[config.mk]
export PLATFORM = sky130hd
export DESIGN_NAME = hsv_to_rgb_converter_flat
export DESIGN_NICKNAME = d
export VERILOG_FILES = /design/src/hw/rtl/hsv_pkg.sv /design/src/hw/rtl/hsv_in_if.sv /design/src/hw/rtl/hsv_out_if.sv /design/src/hw/rtl/hsv_front.sv /design/src/hw/rtl/hsv_scale.sv /design/src/hw/rtl/hsv_place.sv /design/src/hw/rtl/hsv_to_rgb_converter.sv /design/src/flat_wrapper.sv
export VERILOG_INCLUDE_DIRS = /design/src /design/src/hw/rtl
export SDC_FILE = /design/constraint.sdc
export NUM_CORES = 2
export LEC_CHECK = 0
export ABC_AREA = 1
export BUFFER_PORTS_ARGS = -buffer_cell sky130_fd_sc_hd__buf_2
export CAP_MARGIN = 10
export CELL_PAD_IN_SITES_DETAIL_PLACEMENT = 0
export CELL_PAD_IN_SITES_GLOBAL_PLACEMENT = 1
export CORE_MARGIN = 4
export CORE_UTILIZATION = 30
export DETAILED_ROUTE_END_ITERATION = 10
export HOLD_SLACK_MARGIN = 0.02
export PLACE_DENSITY_LB_ADDON = 0.2
export SLEW_MARGIN = 0
export SYNTH_ARGS = -nofsm -noshare
export SYNTH_HDL_FRONTEND = slang
export SYNTH_HIERARCHICAL = 1
export SYNTH_SLANG_ARGS = --single-unit
[constraint.sdc]
create_clock -name clk -period 7.2 [get_ports clk]
set_clock_uncertainty 0.15 [all_clocks]
set_input_delay 0.36 -clock clk [delete_from_list [all_inputs] [get_ports clk]]
set_output_delay 0.36 -clock clk [all_outputs]
set_load 0.01 [all_outputs]
[src/hw/rtl/hsv_to_rgb_converter_assert.svh]
// Assertion macros for the HSV to RGB converter, clocked on clk and disabled in reset
`ifndef HSV_TO_RGB_CONVERTER_ASSERT_SVH
`define HSV_TO_RGB_CONVERTER_ASSERT_SVH

// same-cycle implication
`define HSV_ASSERT_SAME(lbl, ante, cons, msg) \
    lbl: assert property (@(posedge clk) disable iff (!rst_n) (ante) |-> (cons)) \
        else $error(msg);

// next-cycle implication
`define HSV_ASSERT_NEXT(lbl, ante, cons, msg) \
    lbl: assert property (@(posedge clk) disable iff (!rst_n) (ante) |=> (cons)) \
        else $error(msg);

`endif

[src/hw/rtl/hsv_pkg.sv]
// Shared constants, stage types and sector table of the HSV to RGB converter
`default_nettype none

package hsv_pkg;

    localparam int HUE_W  = 16;
    localparam int FRAC_W = 13;
    localparam int CH_W   = 8;
    localparam int Q60_W  = 7;
    localparam int SEC_W  = 3;
    localparam int F_W    = 11;
    localparam int DIST_W = 10;
    localparam int SV_W   = 25;
    localparam int XNUM_W = 34;
    localparam int ZNUM_W = 25;
    localparam int XQ_W   = 12;

    localparam logic [FRAC_W-1:0] Q_ONE        = 13'd4096;
    localparam logic [F_W-1:0]    SECTOR_UNITS = 11'd960;
    localparam logic [HUE_W-1:0]  PERIOD_UNITS = 16'd1920;
    localparam logic [Q60_W-1:0]  SECTOR_COUNT = 7'd6;
    localparam logic [11:0]       RECIP15      = 12'd2185;
    localparam logic [5:0]        RECIP6       = 6'd43;
    localparam logic [21:0]       X_SCALE      = 22'd3932160;

    typedef enum logic [1:0] {
        COMP_CHROMA,
        COMP_SECOND,
        COMP_ZERO
    } comp_t;

    typedef struct packed {
        comp_t r;
        comp_t g;
        comp_t b;
    } place_t;

    typedef struct packed {
        logic valid;
        logic adv;
    } pipe_ctl_t;

    typedef struct packed {
        logic [SEC_W-1:0]  sector;
        logic [DIST_W-1:0] hue_dist;
        logic [SV_W-1:0]   sv;
        logic [FRAC_W-1:0] v;
    } front_t;

    typedef struct packed {
        logic [SEC_W-1:0] sector;
        logic [XQ_W-1:0]  x_q;
        logic [CH_W-1:0]  z_out;
        logic [CH_W-1:0]  c_out;
    } scale_t;

    function automatic place_t place_sel(input logic [SEC_W-1:0] sector);
        place_t p;
        unique case (sector)
            3'd0:    p = '{COMP_CHROMA, COMP_SECOND, COMP_ZERO};
            3'd1:    p = '{COMP_SECOND, COMP_CHROMA, COMP_ZERO};
            3'd2:    p = '{COMP_ZERO, COMP_CHROMA, COMP_SECOND};
            3'd3:    p = '{COMP_ZERO, COMP_SECOND, COMP_CHROMA};
            3'd4:    p = '{COMP_SECOND, COMP_ZERO, COMP_CHROMA};
            3'd5:    p = '{COMP_CHROMA, COMP_ZERO, COMP_SECOND};
            default: p = '{COMP_ZERO, COMP_ZERO, COMP_ZERO};
        endcase
        return p;
    endfunction

endpackage

`default_nettype wire

[src/hw/rtl/hsv_in_if.sv]
// Pixel input channel: hue, saturation and brightness with valid/ready
`default_nettype none

interface hsv_in_if;
    logic                            valid;
    logic                            ready;
    logic [hsv_pkg::HUE_W-1:0]       hue;
    logic [hsv_pkg::FRAC_W-1:0]      saturation;
    logic [hsv_pkg::FRAC_W-1:0]      brightness;

    modport source (output valid, output hue, output saturation, output brightness,
                    input ready);
    modport sink (input valid, input hue, input saturation, input brightness,
                  output ready);
endinterface

`default_nettype wire

[src/hw/rtl/hsv_out_if.sv]
// Pixel output channel: red, green and blue with valid/ready
`default_nettype none

interface hsv_out_if;
    logic                      valid;
    logic                      ready;
    logic [hsv_pkg::CH_W-1:0]  red;
    logic [hsv_pkg::CH_W-1:0]  green;
    logic [hsv_pkg::CH_W-1:0]  blue;

    modport source (output valid, output red, output green, output blue, input ready);
    modport sink (input valid, input red, input green, input blue, output ready);
endinterface

`default_nettype wire

[src/hw/rtl/hsv_front.sv]
// Front stages: clamp fractions, split hue into sector and distance, form s*v
`default_nettype none

module hsv_front (
    input  wire logic                         clk,
    input  wire logic                         rst_n,
    input  wire hsv_pkg::pipe_ctl_t           ctl,
    input  wire logic [hsv_pkg::HUE_W-1:0]    hue,
    input  wire logic [hsv_pkg::FRAC_W-1:0]   saturation,
    input  wire logic [hsv_pkg::FRAC_W-1:0]   brightness,
    output logic                              valid,
    output hsv_pkg::front_t                   data
);

    logic                          v1_reg;
    logic [hsv_pkg::HUE_W-1:0]     hue_reg;
    logic [hsv_pkg::FRAC_W-1:0]    s_reg;
    logic [hsv_pkg::FRAC_W-1:0]    v_reg;
    logic [hsv_pkg::Q60_W-1:0]     q60_reg;
    logic                          v2_reg;
    hsv_pkg::front_t               data_reg;

    logic [hsv_pkg::FRAC_W-1:0]    s_c;
    logic [hsv_pkg::FRAC_W-1:0]    v_c;
    logic [21:0]                   q60_prod;
    logic [12:0]                   q6_prod;
    logic [hsv_pkg::Q60_W-1:0]     sec_full;
    logic [hsv_pkg::HUE_W-1:0]     per_base;
    logic [hsv_pkg::HUE_W-1:0]     f_full;
    logic [hsv_pkg::F_W-1:0]       f;
    logic [hsv_pkg::F_W-1:0]       dist_full;
    logic [2*hsv_pkg::FRAC_W-1:0]  sv_full;
    hsv_pkg::front_t               data_next;

    always_comb
    begin
        s_c      = (saturation > hsv_pkg::Q_ONE) ? hsv_pkg::Q_ONE : saturation;
        v_c      = (brightness > hsv_pkg::Q_ONE) ? hsv_pkg::Q_ONE : brightness;
        q60_prod = 22'(hue[15:6]) * 22'(hsv_pkg::RECIP15);
    end

    always_comb
    begin
        q6_prod   = 13'(q60_reg) * 13'(hsv_pkg::RECIP6);
        sec_full  = q60_reg - 7'(q6_prod[12:8]) * hsv_pkg::SECTOR_COUNT;
        per_base  = 16'(q60_reg[6:1]) * hsv_pkg::PERIOD_UNITS;
        f_full    = hue_reg - per_base;
        f         = f_full[hsv_pkg::F_W-1:0];
        dist_full = (f >= hsv_pkg::SECTOR_UNITS) ? (f - hsv_pkg::SECTOR_UNITS)
                                                  : (hsv_pkg::SECTOR_UNITS - f);
        sv_full   = 26'(s_reg) * 26'(v_reg);
        data_next.sector   = sec_full[hsv_pkg::SEC_W-1:0];
        data_next.hue_dist = dist_full[hsv_pkg::DIST_W-1:0];
        data_next.sv       = sv_full[hsv_pkg::SV_W-1:0];
        data_next.v        = v_reg;
    end

    always_ff @(posedge clk or negedge rst_n)
    begin
        if (!rst_n)
        begin
            v1_reg <= 1'b0;
            v2_reg <= 1'b0;
        end
        else if (ctl.adv)
        begin
            v1_reg <= ctl.valid;
            v2_reg <= v1_reg;
        end
    end

    always_ff @(posedge clk)
    begin
        if (ctl.adv)
        begin
            hue_reg  <= hue;
            s_reg    <= s_c;
            v_reg    <= v_c;
            q60_reg  <= q60_prod[21:15];
            data_reg <= data_next;
        end
    end

    assign valid = v2_reg;
    assign data  = data_reg;

endmodule

`default_nettype wire

[src/hw/rtl/hsv_scale.sv]
// Scale stages: secondary and minimum numerators, then scale all three by 255
`default_nettype none

module hsv_scale (
    input  wire logic               clk,
    input  wire logic               rst_n,
    input  wire hsv_pkg::pipe_ctl_t ctl,
    input  wire hsv_pkg::front_t    front,
    output logic                    valid,
    output hsv_pkg::scale_t         data
);

    logic                          v3_reg;
    logic [hsv_pkg::SEC_W-1:0]     sec_reg;
    logic [hsv_pkg::XNUM_W-1:0]    xnum_reg;
    logic [hsv_pkg::ZNUM_W-1:0]    znum_reg;
    logic [hsv_pkg::FRAC_W-1:0]    v_reg;
    logic                          v4_reg;
    hsv_pkg::scale_t               data_reg;

    logic [hsv_pkg::XNUM_W-1:0]    vx;
    logic [hsv_pkg::XNUM_W-1:0]    svd;
    logic [hsv_pkg::XNUM_W-1:0]    xnum_next;
    logic [hsv_pkg::ZNUM_W-1:0]    znum_next;
    logic [41:0]                   x255;
    logic [32:0]                   z255;
    logic [20:0]                   c255;
    hsv_pkg::scale_t               data_next;

    always_comb
    begin
        vx        = 34'(front.v) * 34'(hsv_pkg::X_SCALE);
        svd       = 34'(front.sv) * 34'(front.hue_dist);
        xnum_next = vx - svd;
        znum_next = {front.v, 12'b0} - front.sv;
    end

    always_comb
    begin
        x255 = {xnum_reg, 8'b0} - 42'(xnum_reg);
        z255 = {znum_reg, 8'b0} - 33'(znum_reg);
        c255 = {v_reg, 8'b0} - 21'(v_reg);
        data_next.sector = sec_reg;
        data_next.x_q    = x255[41:30];
        data_next.z_out  = z255[31:24];
        data_next.c_out  = c255[19:12];
    end

    always_ff @(posedge clk or negedge rst_n)
    begin
        if (!rst_n)
        begin
            v3_reg <= 1'b0;
            v4_reg <= 1'b0;
        end
        else if (ctl.adv)
        begin
            v3_reg <= ctl.valid;
            v4_reg <= v3_reg;
        end
    end

    always_ff @(posedge clk)
    begin
        if (ctl.adv)
        begin
            sec_reg  <= front.sector;
            xnum_reg <= xnum_next;
            znum_reg <= znum_next;
            v_reg    <= front.v;
            data_reg <= data_next;
        end
    end

    assign valid = v4_reg;
    assign data  = data_reg;

endmodule

`default_nettype wire

[src/hw/rtl/hsv_place.sv]
// Output stage: finish the secondary component and place components by sector
`default_nettype none

module hsv_place (
    input  wire logic               clk,
    input  wire logic               rst_n,
    input  wire hsv_pkg::pipe_ctl_t ctl,
    input  wire hsv_pkg::scale_t    scale,
    output logic                    valid,
    output logic [hsv_pkg::CH_W-1:0] red,
    output logic [hsv_pkg::CH_W-1:0] green,
    output logic [hsv_pkg::CH_W-1:0] blue
);

    logic                       v5_reg;
    logic [hsv_pkg::CH_W-1:0]   red_reg;
    logic [hsv_pkg::CH_W-1:0]   green_reg;
    logic [hsv_pkg::CH_W-1:0]   blue_reg;

    logic [23:0]                x_prod;
    logic [hsv_pkg::CH_W-1:0]   x_out;
    hsv_pkg::place_t            sel;
    logic [hsv_pkg::CH_W-1:0]   red_next;
    logic [hsv_pkg::CH_W-1:0]   green_next;
    logic [hsv_pkg::CH_W-1:0]   blue_next;

    function automatic logic [hsv_pkg::CH_W-1:0] pick(
        input hsv_pkg::comp_t          code,
        input logic [hsv_pkg::CH_W-1:0] c,
        input logic [hsv_pkg::CH_W-1:0] x,
        input logic [hsv_pkg::CH_W-1:0] z
    );
        logic [hsv_pkg::CH_W-1:0] r;
        case (code)
            hsv_pkg::COMP_CHROMA: r = c;
            hsv_pkg::COMP_SECOND: r = x;
            default:              r = z;
        endcase
        return r;
    endfunction

    always_comb
    begin
        x_prod     = 24'(scale.x_q) * 24'(hsv_pkg::RECIP15);
        x_out      = x_prod[22:15];
        sel        = hsv_pkg::place_sel(scale.sector);
        red_next   = pick(sel.r, scale.c_out, x_out, scale.z_out);
        green_next = pick(sel.g, scale.c_out, x_out, scale.z_out);
        blue_next  = pick(sel.b, scale.c_out, x_out, scale.z_out);
    end

    always_ff @(posedge clk or negedge rst_n)
    begin
        if (!rst_n)
        begin
            v5_reg <= 1'b0;
        end
        else if (ctl.adv)
        begin
            v5_reg <= ctl.valid;
        end
    end

    always_ff @(posedge clk)
    begin
        if (ctl.adv)
        begin
            red_reg   <= red_next;
            green_reg <= green_next;
            blue_reg  <= blue_next;
        end
    end

    assign valid = v5_reg;
    assign red   = red_reg;
    assign green = green_reg;
    assign blue  = blue_reg;

endmodule

`default_nettype wire

[src/hw/rtl/hsv_to_rgb_converter.sv]
// HSV to RGB converter top level: five-stage pipeline from hsv transaction to rgb.
// An accepted hsv transaction reaches rgb through the front, scale and place stages in order.
// Throughput: one transaction per cycle; a stalled rgb output freezes all five stages.
// Reset: rst_n clears every stage valid bit asynchronously; payload is not reset.
`default_nettype none

`include "hsv_to_rgb_converter_assert.svh"

module hsv_to_rgb_converter (
    input  wire logic  clk,
    input  wire logic  rst_n,
    hsv_in_if.sink     hsv,
    hsv_out_if.source  rgb
);

    logic                  adv;
    logic                  front_valid;
    hsv_pkg::front_t       front_data;
    logic                  scale_valid;
    hsv_pkg::scale_t       scale_data;
    hsv_pkg::pipe_ctl_t    ctl_front;
    hsv_pkg::pipe_ctl_t    ctl_scale;
    hsv_pkg::pipe_ctl_t    ctl_place;

    assign adv       = !rgb.valid || rgb.ready;
    assign hsv.ready = adv;

    assign ctl_front = '{valid: hsv.valid, adv: adv};
    assign ctl_scale = '{valid: front_valid, adv: adv};
    assign ctl_place = '{valid: scale_valid, adv: adv};

    hsv_front u_front (
        .clk        (clk),
        .rst_n      (rst_n),
        .ctl        (ctl_front),
        .hue        (hsv.hue),
        .saturation (hsv.saturation),
        .brightness (hsv.brightness),
        .valid      (front_valid),
        .data       (front_data)
    );

    hsv_scale u_scale (
        .clk   (clk),
        .rst_n (rst_n),
        .ctl   (ctl_scale),
        .front (front_data),
        .valid (scale_valid),
        .data  (scale_data)
    );

    hsv_place u_place (
        .clk   (clk),
        .rst_n (rst_n),
        .ctl   (ctl_place),
        .scale (scale_data),
        .valid (rgb.valid),
        .red   (rgb.red),
        .green (rgb.green),
        .blue  (rgb.blue)
    );

    `HSV_ASSERT_SAME(a_front_range, front_valid,
        (front_data.hue_dist <= 10'd960) && (front_data.sector <= 3'd5),
        "front stage sector or distance out of range")

    `HSV_ASSERT_SAME(a_min_le_max, scale_valid, scale_data.z_out <= scale_data.c_out,
        "minimum component exceeds brightness component")

    `HSV_ASSERT_NEXT(a_stall_freeze, rgb.valid && !rgb.ready,
        $stable(scale_valid) && $stable(scale_data),
        "inner stage moved while output stalled")

endmodule

`default_nettype wire
[src/flat_wrapper.sv]
// flat-port wrapper written by rule: the top's interface ports become plain ports
module hsv_to_rgb_converter_flat 
  (clk, rst_n, hsv_valid, hsv_hue, hsv_saturation, hsv_brightness, hsv_ready, rgb_valid, rgb_red, rgb_green, rgb_blue, rgb_ready);
  hsv_in_if hsv_i ();
  hsv_out_if rgb_i ();
  input  wire logic clk;
  input  wire logic rst_n;
  input wire logic [$bits(hsv_i.valid)-1:0] hsv_valid;
  input wire logic [$bits(hsv_i.hue)-1:0] hsv_hue;
  input wire logic [$bits(hsv_i.saturation)-1:0] hsv_saturation;
  input wire logic [$bits(hsv_i.brightness)-1:0] hsv_brightness;
  output wire logic [$bits(hsv_i.ready)-1:0] hsv_ready;
  output wire logic [$bits(rgb_i.valid)-1:0] rgb_valid;
  output wire logic [$bits(rgb_i.red)-1:0] rgb_red;
  output wire logic [$bits(rgb_i.green)-1:0] rgb_green;
  output wire logic [$bits(rgb_i.blue)-1:0] rgb_blue;
  input wire logic [$bits(rgb_i.ready)-1:0] rgb_ready;
  assign hsv_i.valid = hsv_valid;
  assign hsv_i.hue = hsv_hue;
  assign hsv_i.saturation = hsv_saturation;
  assign hsv_i.brightness = hsv_brightness;
  assign hsv_ready = hsv_i.ready;
  assign rgb_valid = rgb_i.valid;
  assign rgb_red = rgb_i.red;
  assign rgb_green = rgb_i.green;
  assign rgb_blue = rgb_i.blue;
  assign rgb_i.ready = rgb_ready;
  hsv_to_rgb_converter u_core (.clk(clk), .rst_n(rst_n), .hsv(hsv_i), .rgb(rgb_i));
endmodule
======== Word-level counts from Yosys, hierarchy flattened ========
Cells that the tools add are included.
word-level totals
  flip-flop bits (word level) ............. 230
  bits of input ports ..................... 46
  output and inout bits ................... 26
  logic and storage cells ................. 63
cells by class
  add/sub/neg operators ................... 9
  multiply operators ...................... 8
  $lt $le $gt $ge ......................... 3
  equality and inequality tests ........... 8
  mux-type cells .......................... 5
  reductions and logical operators ........ 6
operators by type and width
  kind                      number
  $pmux W8 S2               3
  $sub A42 B34 Y42          1
  $pmux W6 S6               1
  $mul A25 B10 Y34          1
  $sub A34 B34 Y34          1
  $sub A32 B25 Y32          1
  $gt A13 B13 Y1 const B    2
  $mul A13 B13 Y25          1
  $sub A25 B25 Y25          1
  $mul A12 B12 Y23 const B  1
  $mul A10 B12 Y22 const B  1
  $sub A20 B13 Y20          1
  $mul A13 B4 Y16 const B   1
  $mul A7 B6 Y13 const B    1
  $ge A11 B10 Y1 const B    1
  $sub A11 B11 Y11          1
  $mux W10                  1
  $sub A10 B10 Y10 const A  1
  $sub A10 B10 Y10 const B  1
  $eq A2 B1 Y1 const B      3
  $eq A3 B2 Y1 const B      2
  $eq A3 B3 Y1 const B      2
  $logic_not A2 Y1          3
  $mul A6 B4 Y4 const B     1
  6 further kinds           6

======== Depth between registers and ports, before layout ========
  depth in word-level cells ............... 4
  gate-level depth with buffers ........... 33
  mapped depth without buffers ............ 33

======== By module ========
Netlist, hierarchy kept.
by module, submodules not included
  module                instances  cells each  area an instance (sq um)  seq. area each (sq um)
  hsv_scale             1          2624        18764.2                   3233.1
  hsv_front             1          1386        11604.9                   2902.8
  hsv_place             1          401         3044.2                    745.7
  hsv_to_rgb_converter  1          2           7.5                       0.0

======== Worst setup path before layout ========
Ideal clock, no wire load.
  kind .................................... register to register
  from .................................... reg u_core.u_place.v5_reg, in the netlist u_core/u_place/valid
  to ...................................... reg u_core.u_place.v5_reg, in the netlist u_core/u_place/valid
  library setup time ...................... 91 ps
  arrival ................................. 6126 ps
  data required time ...................... 6959 ps
  path slack .............................. 833 ps
  stages on the path, launching flop included .. 3
  buffers on the path ..................... 0
  period minus slack after synthesis ...... 6367 ps
  cell sequence ........................... dfrtp_1 nand2_1 mux2_2
on the way
  word-level cells in the longest chain between the ends .. 2
ends and longest elaborated chain
  element                   line                        RTL
  start: declaration        hsv_place.sv:15             logic v5_reg;
  start signal: assignment  hsv_place.sv:60             v5_reg <= ctl.valid;
  $logic_not A1 Y1          hsv_to_rgb_converter.sv:25  assign adv = !rgb.valid || rgb.ready;
  $logic_or A1 B1 Y1        hsv_to_rgb_converter.sv:25
  named net hsv_ready       flat_wrapper.sv:12          output wire logic [$bits(hsv_i.ready)-1:0] hsv_ready;
The timed path passes the listed nets, and every way through them passes these cells.
A chain may end at the register's enable or synchronous reset.

======== Worst setup path after layout ========
  from .................................... reg u_core.u_front.data_reg (netlist bit u_core/u_front/data[3])
  to ...................................... reg u_core/u_scale/xnum_reg[30] (netlist name), data pin
on the way
  word-level cells in the longest chain between the ends .. 2
ends and longest elaborated chain
  element                                      line             RTL
  start: declaration                           hsv_front.sv:21  hsv_pkg::front_t data_reg;
  start signal: assignment                     hsv_front.sv:80  data_reg <= data_next;
  $mul A13 B4 Y16                              hsv_scale.sv:32  vx = 34'(front.v) * 34'(hsv_pkg::X_SCALE);
  $sub A34 B34 Y34                             hsv_scale.sv:34  xnum_next = vx - svd;
  named net u_core.u_scale.xnum_next, one bit  hsv_scale.sv:23  logic [hsv_pkg::XNUM_W-1:0] xnum_next;
  end signal: assignment                       hsv_scale.sv:68  xnum_reg <= xnum_next;
  end: declaration                             hsv_scale.sv:15  logic [hsv_pkg::XNUM_W-1:0] xnum_reg;
The timed path passes the listed nets, and every way through them passes these cells.

==> summary.md <==
| Metric | Value |
|---|---|
| Outcome | `finished, final reports clean` |
| Clk pin slew, worst setup/hold paths | `60 ps` |
| Hold Fails Final Rpt | `0` |
| Ys flop type | `edfxtp_1` |
| Endpoints failing setup | `0` |
| Layout cells sized above 1 | `5.458%` |
| Root Buffer | `clkbuf_16` |
| Worst Setup Path Type | `register to register` |
| Post-route DRC | `0` |
| Vias in the first global route | `28263` |
| Period utilization | `81.77%` |
| Total number of vias | `26951` |
| Core Area | `110700 sq um` |
| Synth top area cells | `fa_1 22%, edfxtp_1 20%, nand2_1 14%, ha_1 13%, inv_1 12%` |
| Worst-Margin Slew | `884.8 ps` |
| Yosys top cell area share | `21.74%` |
| Sequential element share of the synthesized area | `20.59%` |
| Fmax | `169.9 MHz` |
| CTS tree | `built` |
| Final Max Slew Viols | `0` |
| Ant diodes | `0` |
| Crit. End Element | `register` |
| Io pins | `72` |
| Largest net degree at the start of global routing | `142` |
| Final min period | `5887 ps` |
| Slowest stage delay, CP | `530 ps` |
| Drt via density | `4.496` |
| Commonest cells post-synth | `1271 x nand2_1, 1093 x inv_1, 363 x fa_1, 355 x ha_1, 245 x nor2_1` |
| CTS Buf Count | `31` |
| Die height | `341.8 um` |
| Total negative setup slack | `0 ps` |
| Post-synth EDFFs | `225` |
| Rel. slew slack | `41.01%` |
| Final #Nets | `5247` |
| RSZ-0062 raised after global routing | `no` |
| WL/cell | `16.20 um` |
| Total gr overflow | `0` |
| Arr. time, crit path | `6130 ps` |
| H-tree Lvls | `1` |
| Syn Std Cell Area | `33420 sq um` |
| Die width | `341.8 um` |
| Crit-path most repeated cell | `nand2_1` |
| Finished Layout Cells | `5995` |
| Post-DP HPWL | `80170 um` |
| Initial antenna violation count | `0` |
| Slowest-stage cell, CP | `fa_1` |
| Flops & latches, synth | `230` |
| Synthesized area per cell | `7.573 sq um` |
| Drt pass-1 iters | `7` |
| Count leader, synth | `nand2_1` |
| Area Growth Syn to Fin | `10.18%` |
| Longest Clk Path Bufs | `3` |
| Placement Setup Slack | `1257 ps` |
| Max_cap viols | `0` |
| FFs w/ async S/R, synth | `2.174%` |
| YS warnings | `6` |
| Rows | `122` |
| Area of the die | `116800 sq um` |
| Area leader, netlist | `fa_1` |
| Final ANT Viol Nets | `0` |
| # resized after CTS | `0` |
| Worst skew pair latency | `640 ps` |
| Setup WS post-layout | `1313 ps` |
| Cells after Synth | `4413` |
| Dpl cells | `5897` |
| DR iter-0 viols | `1317` |
| Post-synth cell types | `60` |
| GP Congestion | `0.8514` |
| Hold crit path type | `input pin to register` |
| Filler Cells Inserted | `11946` |
| Hold Worst Slack | `202.6 ps` |
| Crit path max fanout | `5` |
| First-pass GRT wire length | `157400 um` |
| CP startpoint kind | `register` |
| Worst endpoint required time | `7440 ps` |
| IO Port Bufs | `71` |
| Synthesized Nets | `5177` |
| Global router's overall resource usage | `16.96%` |
| Initial Util | `30.20%` |
| Total Wirelength | `97140 um` |
| Max reg flops | `51` |
| Clock Sink Count | `230` |
==> logic make-up after synthesis <==
group | Yosys count | synth area share [%]
xor gates and xnor gates | 83 | 2.231
and+or+nand+nor | 1898 | 23.74
buffers and inverters | 1195 | 13.44
AOI/OAI and AO/OA | 288 | 4.931
muxes | 1 | 0.03369
DFF | 230 | 20.59
adders and majority gates | 718 | 35.03
==> cell usage in the layout, fill, tap and decap left out, types with 4 or more instances in the layout <==
cell           synthesis  final
xor2_1                56     56
nand4_1               53     53
nand2_1             1271   1270
a21o_1                 8      8
xnor2_1               26     26
dlygate4sd3_1          0     41
inv_2                 13     13
o21ai_0               67     67
nand3b_1               6      6
nand3_1              190    190
ha_1                 355    355
nor2_4                 4      4
clkbuf_16              0     31
buf_4                  1     12
o21ai_2                6      6
buf_2                  3     71
fa_1                 363    363
inv_1               1093   1093
o21a_1                 4      4
and2_1                 5      5
nand3_2                7      7
nor3_1                44     44
o21ai_1                7      7
clkinv_2               0      8
nand2_2               25     25
nand2_4                3      4
dfrtp_1                5      5
nor2_2                26     26
o21bai_1              16     16
edfxtp_1             225    225
clkinvlp_4             0      5
a21oi_1              154    154
clkinv_4               0      5
nor3_2                 5      5
nor2_1               245    245
==> metal layers <==
metal / GRT usage (%) / routed length, um / part of all wire (%)
met1: 23.17 / 45970 / 47
met2: 29.74 / 46740 / 48
met3: 1.316 / 2800 / 2.9
met4: 2.921 / 1627 / 1.7
met5: 0 / 0 / 0
==> cell type report <==
| cell class | count | area, sq um | area share (%) |
|---|---|---|---|
| tap | 1488 | 1862 | 5.056 |
| clock buffer | 34 | 787.0 | 2.137 |
| sequential | 230 | 6882 | 18.69 |
| clock inverter | 23 | 209.0 | 0.5674 |
| inverter | 1107 | 4155 | 11.28 |
| multi-input combinational | 2988 | 22050 | 59.89 |
| timing repair buffer | 125 | 875.8 | 2.378 |
==> what timing repair did <==
item / 4_1_cts / 5_1_grt
hold endpoints to repair: 44 / 0
hold buffers: 41 / 0
buffers inserted: 0 / 0
==> path summary, 6_finish.rpt <==
check	from	end	slack [ps]	cells past startpoint
setup / recovery	u_core/u_front/data[3]$_DFFE_PP_	u_core/u_scale/xnum_reg[30]$_DFFE_PP_	1310	28
hold / removal	hsv_hue[14]	u_core/u_front/q60_reg[6]$_DFFE_PP_	200	5
setup reg to reg	u_core/u_front/data[3]$_DFFE_PP_	u_core/u_scale/xnum_reg[30]$_DFFE_PP_	1310	28
hold reg to reg	u_core/u_scale/sec_reg[1]$_DFFE_PP_	u_core/u_scale/data[29]$_DFFE_PP_	270	0
max in group asynchronous	rst_n	u_core/u_place/valid$_DFFE_PN0P_	6170	3
min in group asynchronous	rst_n	u_core/u_front/v1_reg$_DFFE_PN0P_	530	3
==> per-stage QoR <==
stage               util (%)  cell area (sq um)
finish                 33.27              36820
global route           33.27              36820
CTS                    33.27              36820
detailed placement     32.00              35420
global placement       32.00              35420
floorplan                  -              33420
==> critical path, delay by kind of cell (launching register included) <==
| kind | cells | cell delay (ps) |
|---|---|---|
| adder cells (fa/ha/maj) | 7 | 2840 |
| AND/OR/NAND/NOR | 13 | 1190 |
| flip-flops | 1 | 470 |
| buffers and inverters | 5 | 390 |
| XOR/XNOR | 1 | 260 |
| AO/OA/AOI/OAI | 2 | 380 |
Power is left out: the tool's default activity adds up to more than one toggle a clock period on the data nets, which glitch-free logic cannot reach.
